**src/rtl/afpd_pkg.sv**
```systemverilog
// package with types and constants of the ask frame packet decoder
`timescale 1ns / 1ps
`default_nettype none

package afpd_pkg;

  // default depth of the message byte store
  localparam int unsigned MaxMsgDef = 32;

  // headers that force a message length of one
  localparam logic [7:0] HdrSig = 8'h01;
  localparam logic [7:0] HdrCe  = 8'h03;

  // result status codes
  typedef enum logic [2:0] {
    STAT_OK        = 3'd0,
    STAT_START_BAD = 3'd1,
    STAT_PARITY_BAD = 3'd2,
    STAT_STOP_BAD  = 3'd3,
    STAT_CHK_BAD   = 3'd4
  } status_e;

  // control states
  typedef enum logic [1:0] {
    ST_IDLE,
    ST_WALK,
    ST_EMIT
  } state_e;

  // input beat
  typedef struct packed {
    logic [10:0] frame;
    logic [7:0]  slot;
  } in_beat_t;

  // output beat
  typedef struct packed {
    status_e     status;
    logic [7:0]  payload;
    logic [7:0]  msg_len;
  } out_beat_t;

endpackage

`default_nettype wire

```
**src/rtl/ask_frame_packet_decoder_top.sv**
```systemverilog
// ask frame packet decoder: frame checks, header and message store, checksum walk
// frames that need no checksum: the input beat is registered into the working registers
//   in ST_IDLE, then ST_EMIT loads the output register; the checksum frame passes through
//   ST_WALK first, one memory read per byte for n = min(msg_len, MAX_MSG) bytes
// one frame at a time; ST_EMIT waits while the output register is held by out_stall_i,
//   and the next frame is taken once the result is loaded into the output register
// reset clears header, length and control state; the message memory keeps its contents
`timescale 1ns / 1ps
`default_nettype none

module ask_frame_packet_decoder_top #(
  parameter int unsigned MAX_MSG = afpd_pkg::MaxMsgDef
) (
  input  wire                      clk_i,
  input  wire                      rst_ni,
  input  wire                      in_valid_i,
  output logic                     in_stall_o,
  input  wire afpd_pkg::in_beat_t  in_data_i,
  output logic                     out_valid_o,
  input  wire                      out_stall_i,
  output afpd_pkg::out_beat_t      out_data_o
);

  localparam int unsigned AW = (MAX_MSG > 1) ? $clog2(MAX_MSG) : 1;
  localparam int unsigned CW = $clog2(MAX_MSG + 1);

  afpd_pkg::state_e  state_q, state_d;
  afpd_pkg::status_e stat_q;
  afpd_pkg::out_beat_t out_q;

  logic [7:0]    hdr_q;
  logic [7:0]    len_q;
  logic [7:0]    data_q;
  logic [7:0]    sum_q;
  logic          par_bad_q;
  logic [CW-1:0] cnt_q;
  logic [CW-1:0] n_q;
  logic          rd_vld_q;
  logic          out_valid_q;
  logic [7:0]    mem_q [MAX_MSG];
  logic [7:0]    rd_data_q;

  logic          in_fire;
  logic          out_free;
  logic [7:0]    data;
  logic          start_bad;
  logic          stop_bad;
  logic          frame_good;
  logic          par_bad;
  logic          hdr_slot;
  logic          chk_slot;
  logic          msg_slot;
  logic [7:0]    idx;
  logic          mem_we;
  logic          rd_en;
  logic          walk_done;
  logic [CW-1:0] n_d;
  afpd_pkg::status_e acc_stat;

  // frame decode
  assign data       = in_data_i.frame[8:1];
  assign start_bad  = in_data_i.frame[0];
  assign stop_bad   = ~in_data_i.frame[10];
  assign frame_good = ~start_bad & ~stop_bad;
  assign par_bad    = in_data_i.frame[9] != ~(^data);
  assign hdr_slot   = in_data_i.slot == 8'd1;
  assign chk_slot   = {1'b0, in_data_i.slot} == ({1'b0, len_q} + 9'd2);
  assign msg_slot   = (in_data_i.slot >= 8'd2) & ~chk_slot;
  assign idx        = in_data_i.slot - 8'd2;
  assign n_d        = (len_q >= 8'(MAX_MSG)) ? CW'(MAX_MSG) : len_q[CW-1:0];

  // handshake
  assign in_fire   = in_valid_i & ~in_stall_o;
  assign out_free  = ~out_valid_q | ~out_stall_i;
  assign walk_done = (cnt_q == n_q) & ~rd_vld_q;

  // status of a frame that needs no checksum
  always_comb begin
    if (start_bad) begin
      acc_stat = afpd_pkg::STAT_START_BAD;
    end else if (stop_bad) begin
      acc_stat = afpd_pkg::STAT_STOP_BAD;
    end else if (par_bad) begin
      acc_stat = afpd_pkg::STAT_PARITY_BAD;
    end else begin
      acc_stat = afpd_pkg::STAT_OK;
    end
  end

  // next state
  always_comb begin
    state_d = state_q;
    case (state_q)
      afpd_pkg::ST_IDLE: begin
        if (in_fire) begin
          state_d = (frame_good & chk_slot) ? afpd_pkg::ST_WALK : afpd_pkg::ST_EMIT;
        end
      end
      afpd_pkg::ST_WALK: begin
        if (walk_done) begin
          state_d = afpd_pkg::ST_EMIT;
        end
      end
      afpd_pkg::ST_EMIT: begin
        if (out_free) begin
          state_d = afpd_pkg::ST_IDLE;
        end
      end
      default: state_d = afpd_pkg::ST_IDLE;
    endcase
  end

  // state outputs
  always_comb begin
    in_stall_o = 1'b1;
    mem_we     = 1'b0;
    rd_en      = 1'b0;
    case (state_q)
      afpd_pkg::ST_IDLE: begin
        in_stall_o = 1'b0;
        mem_we     = in_fire & frame_good & msg_slot & (idx < 8'(MAX_MSG));
      end
      afpd_pkg::ST_WALK: begin
        rd_en = cnt_q != n_q;
      end
      afpd_pkg::ST_EMIT: begin
        in_stall_o = 1'b1;
      end
      default: in_stall_o = 1'b1;
    endcase
  end

  // control registers
  always_ff @(posedge clk_i or negedge rst_ni) begin
    if (!rst_ni) begin
      state_q     <= afpd_pkg::ST_IDLE;
      hdr_q       <= 8'd0;
      len_q       <= 8'd0;
      rd_vld_q    <= 1'b0;
      out_valid_q <= 1'b0;
    end else begin
      state_q  <= state_d;
      rd_vld_q <= rd_en;
      // header and length update
      if (in_fire & frame_good & hdr_slot) begin
        hdr_q <= data;
        if (data == afpd_pkg::HdrSig || data == afpd_pkg::HdrCe) begin
          len_q <= 8'd1;
        end
      end
      // output register valid
      if (state_q == afpd_pkg::ST_EMIT && out_free) begin
        out_valid_q <= 1'b1;
      end else if (~out_stall_i) begin
        out_valid_q <= 1'b0;
      end
    end
  end

  // working registers of the current frame
  always_ff @(posedge clk_i) begin
    if (in_fire) begin
      data_q    <= data;
      par_bad_q <= par_bad;
      stat_q    <= acc_stat;
      sum_q     <= hdr_q;
      cnt_q     <= '0;
      n_q       <= n_d;
    end
    // checksum walk, one byte per cycle
    if (state_q == afpd_pkg::ST_WALK) begin
      if (rd_en) begin
        cnt_q <= cnt_q + CW'(1);
      end
      if (rd_vld_q) begin
        sum_q <= sum_q + rd_data_q;
      end
      if (walk_done) begin
        if (sum_q != data_q) begin
          stat_q <= afpd_pkg::STAT_CHK_BAD;
        end else if (par_bad_q) begin
          stat_q <= afpd_pkg::STAT_PARITY_BAD;
        end else begin
          stat_q <= afpd_pkg::STAT_OK;
        end
      end
    end
    // load output beat
    if (state_q == afpd_pkg::ST_EMIT && out_free) begin
      out_q.status  <= stat_q;
      out_q.payload <= data_q;
      out_q.msg_len <= len_q;
    end
  end

  // message byte memory
  always_ff @(posedge clk_i) begin
    if (mem_we) begin
      mem_q[idx[AW-1:0]] <= data;
    end
    if (rd_en) begin
      rd_data_q <= mem_q[cnt_q[AW-1:0]];
    end
  end

  assign out_valid_o = out_valid_q;
  assign out_data_o  = out_q;

endmodule

`default_nettype wire
```
**config.mk**
```make
export PLATFORM = sky130hd
export DESIGN_NAME = ask_frame_packet_decoder_top
export DESIGN_NICKNAME = d
export VERILOG_FILES = /design/src/rtl/afpd_pkg.sv /design/src/rtl/ask_frame_packet_decoder_top.sv
export SDC_FILE = /design/constraint.sdc
export NUM_CORES = 1
export LEC_CHECK = 0
export BUFFER_PORTS_ARGS = -buffer_cell sky130_fd_sc_hd__buf_2
export CAP_MARGIN = 20
export CORE_MARGIN = 10
export CORE_UTILIZATION = 56
export DETAILED_ROUTE_END_ITERATION = 10
export HOLD_SLACK_MARGIN = 0.1
export PLACE_DENSITY = 0.8
export SLEW_MARGIN = 20
export SYNTH_ARGS = -nofsm -noshare
export SYNTH_HDL_FRONTEND = slang
export SYNTH_SLANG_ARGS = --single-unit
```
**constraint.sdc**
```tcl
create_clock -name clk_i -period 2.7 [get_ports clk_i]
set_input_delay 0.54 -clock clk_i [delete_from_list [all_inputs] [get_ports clk_i]]
set_output_delay 0.54 -clock clk_i [all_outputs]
set_load 0.005 [all_outputs]
```
==> impl_results.md <==
* Outcome: complete, no violations
* Fraction of final layout cells with drive strength greater than 1 at 0.319
* Detailed-router iteration count before antenna repair at 5
* Final slew viol count at 0
* CTS tree: built
* Final Hold Slack at approximately 0.23 ns
* Weighted congestion reported at the end of routability-driven placement at between 0.8 and 0.9
* HPWL after detailed placement at between 15000 and 20000 um
* CP Launch Type: flip-flop
* Number of antenna violations at the first check in global routing at 2
* Multi-input combinational cell area at ~3400 um2
* Synth top area share at 0.669
* Reported max-cap violation count at 0
* Flip-flop and latch count after synthesis at 316
* Net load switching power at approximately 0.0021 W
* Number of buffers inserted during clock tree synthesis at 30
* Number of enable flip-flop cells after synthesis at 286
* Post-CTS Setup Bufs at 0
* Global-route track usage on met2 at 0.313
* Slew @ Worst Pin at ~0.9 ns
* Deepest clock path buffer count at 3
* Leak Pwr at a little under 5 nW
* Num Clock Sinks at approximately 320
* Pin count of the biggest net entering global routing at 36
* Number of library cell types mapped by synthesis at 53
* Die Height at around 170 um
* Final hold violation count at 0
* Detail-routed via count per cell at between 6 and 7
* Total power consumption of the routed design at between 0.01 and 0.015 W
* Post-layout min period at between 2 and 3 ns
* Number of rows created at floorplan at 55
* Clock-pin transition on the worst setup and hold timing paths at ~0.060 ns
* Global-route layer with the greatest usage: met2
* Post-route standard cell area excluding fillers at about 15000 um2
* CTS HTree Levels at 1
* Vias in the first global route at around 7000
* Worst rel slew slack at 0.411
* Clock group share of total power at 0.436
* Required arrival time at the worst endpoint at about 2.9 ns
* FF-to-FF path depth at 6
* Antenna Nets Post-Route at 0
* Largest fanout of any net on the critical path at 8
* Worst clock skew at between 0.01 and 0.015 ns
* Highest-count cells in the layout ignoring fill and taps: 286 x sky130_fd_sc_hd__edfxtp_1, 80 x sky130_fd_sc_hd__mux4_2, 43 x sky130_fd_sc_hd__buf_4
* Endpoint of the worst register-to-register path: mem_q[3][4]$_DFFE_PP_
* Primary flip-flop cell chosen by synthesis mapping: sky130_fd_sc_hd__edfxtp_1
* FF/Latch Area at approximately 9300 um2
* Total vias in the final route at between 6000 and 7000
* First-pass GRT wire length at about 45000 um
* Cell area after synthesis at roughly 13000 um2
* Proportion of register bits with asynchronous set or reset after synthesis at 0.0411
* Number of fill cells in the layout at between 1000 and 1500
* First DRT Iteration DRCs at between 800 and 900
* Met1 GRT Util at 0.283
* Yosys warnings at 0
* Pwr/cell area at about 700 nW/um2
* Total of buffers placed on input and output ports at 36
* Seq pwr share at 0.525
* Worst setup EP type: flip-flop
* Total number of nets in the final design at 800
* Average wire per standard cell at between 20 and 30 um
* Number of instances in the synthesized netlist at 676
* Total of endpoints with negative setup slack in the final report at 0
* Top cells by area in the synthesized netlist: sky130_fd_sc_hd__edfxtp_1 67%, sky130_fd_sc_hd__mux4_2 14%, sky130_fd_sc_hd__dfxtp_1 2.6%
* Type of the worst setup path: flip-flop to flip-flop
* Average footprint of a synthesized cell at roughly 19 um2
* Worst-case setup margin in the final layout at ~0.016 ns
* Aggregate negative setup slack at 0 ns
* Post-Place Cell Area at roughly 14000 um2
* Global Route Usage Sum at 0.204
* Remaining DRCs at 0
* Cell internal power dissipation at just over 0.008 W
* Fraction of the cycle the final worst path needs at 0.994
* Upper clock frequency limit at between 300 and 400 MHz
* Minimum setup slack among reg-to-reg paths at 0.02 ns
* WHS Endpoint: out_valid_o$_DFFE_PN0P_
* Top cell type by total area after synthesis: sky130_fd_sc_hd__edfxtp_1
* Horizontal die dimension at between 150 and 200 um
* CTS root buf: sky130_fd_sc_hd__clkbuf_16
* Maximum ir drop on the vdd rail at 0.464 mV
* Setup repair after global routing missed its margin: yes
* Worst-Skew Late Latency at 0.57 ns
* Switch share at 0.201
* Hold WC Path Type: input pin to flip-flop
* Worst Setup Slack post-DPL at -0.343 ns
* Total detailed-routing wirelength at roughly 29000 um
* Std-Cell Core Area at 22600 um2
* Synthesis-to-finish area growth at 14.9%
* Most common cell after layout, fill and taps aside: sky130_fd_sc_hd__edfxtp_1
* Portion of the post-synthesis area used by sequential elements at 0.720
* Share of power burned in combinational logic at 0.039
* Top Ports at 44
* Depth of the worst hold-timing path at 3
* Data arrival time of the critical path at approximately 2.9 ns
* Grt met3 use at 0.0486
* RR Startpoint: state_q[1]$_DFFE_PN0P_
* Effective utilization at floorplan at 0.569
* Launch point of the worst hold path: out_stall_i
* Area of the die at approximately 30000 um2
* Residual overflow from global routing at 0
==> power groups by stage <==
stage	combinational, W	sequential (W)	clock [W]
floorplan	0.000161	0.00554	0
global route	0.000442	0.00543	0.00475
finish	0.000408	0.00543	0.00451
global placement	0.000377	0.00553	0
detailed placement	0.000394	0.00554	0
CTS	0.000404	0.00543	0.00453
==> worst max-delay path by stage <==
stage                           start                     end  cells after the start
2_1_floorplan            in_data_i[3]  mem_q[13][0]$_DFFE_PP_                      6
3_3_place_gp             in_data_i[3]  mem_q[17][1]$_DFFE_PP_                      8
3_5_place_dp             in_data_i[1]  mem_q[25][0]$_DFFE_PP_                     10
4_1_cts        state_q[1]$_DFFE_PN0P_   mem_q[3][4]$_DFFE_PP_                      6
5_1_grt        state_q[1]$_DFFE_PN0P_   mem_q[7][3]$_DFFE_PP_                      6
6_report       state_q[1]$_DFFE_PN0P_   mem_q[3][4]$_DFFE_PP_                      6
==> layer usage <==
metal / up-vias / routed length (um)
met3: 68 / 3350
met2: 452 / 13700
met5: - / 0
met1: 3509 / 11300
li1: 2871 / -
met4: 0 / 926
==> state kept, by name, summed over array words and instances (netlist names) <==
name	flops
data_q	8
par_bad_q	1
out_valid_o	1
state_q	2
len_q	1
n_q	1
rd_vld_q	1
hdr_q	8
sum_q	8
cnt_q	6
out_data_o	12
mem_q	256
rd_data_q	8
stat_q	3
==> cells by family after synthesis <==
family,after synthesis,share of synthesized area
muxes,104,0.161
DFF,316,0.720
buffers and inverters,51,0.0193
other,1,0.000292
and+or+nand+nor,132,0.0517
adders and majority gates,15,0.0152
xor gates and xnor gates,19,0.0130
AOI/OAI and AO/OA,38,0.0196
==> what timing repair did <==
| action | in CTS | in global routing |
|---|---|---|
| hold buffers | 1 | 0 |
| endpoints found under the hold margin | 13 | 0 |
| gates resized for setup | 0 | 15 |
| endpoints found under the setup margin | 0 | 151 |
==> critical path, stage by stage (launching register included) <==
cell                      delay, ns
sky130_fd_sc_hd__dfrtp_1       0.39
sky130_fd_sc_hd__or3b_2        0.54
sky130_fd_sc_hd__nor3_1        0.26
sky130_fd_sc_hd__and3_1        0.24
sky130_fd_sc_hd__nand2_1       0.13
sky130_fd_sc_hd__buf_4         0.18
sky130_fd_sc_hd__nor2_1        0.58
==> cell usage after synthesis, drive strengths merged, types with 2 or more instances <==
library cell	count
o22ai	2
mux2	17
a21oi	9
nor2b	6
nand3b	3
mux2i	7
nor2	43
a31oi	5
nand2	27
o21ai	6
o21bai	2
nor4	3
nand3	9
inv	14
dfrtp	13
nand2b	10
ha	14
nand4	7
a211oi	2
edfxtp	286
o21a	2
nor3	11
dfxtp	17
buf	17
o31ai	2
xor2	5
mux4	80
clkbuf	20
xnor2	14
and3	6
==> layout make-up <==
cell class                      instances  area share
Sequential cell                       316       0.627
Multi-Input combinational cell        315       0.231
Inverter                               14     0.00356
Clock inverter                         18      0.0169
Clock buffer                           38      0.0557
Tap cell                              285      0.0242
Timing Repair Buffer                   85      0.0415
Antenna cell                            1    0.000170
==> through the flow <==
step,instances,util
after floorplan,682,-
after global placement,1014,0.604
after detailed placement,1014,0.604
after CTS,1071,0.652
after global routing,1071,0.654
final,1072,0.654
Power figures use the tool's default switching activity.
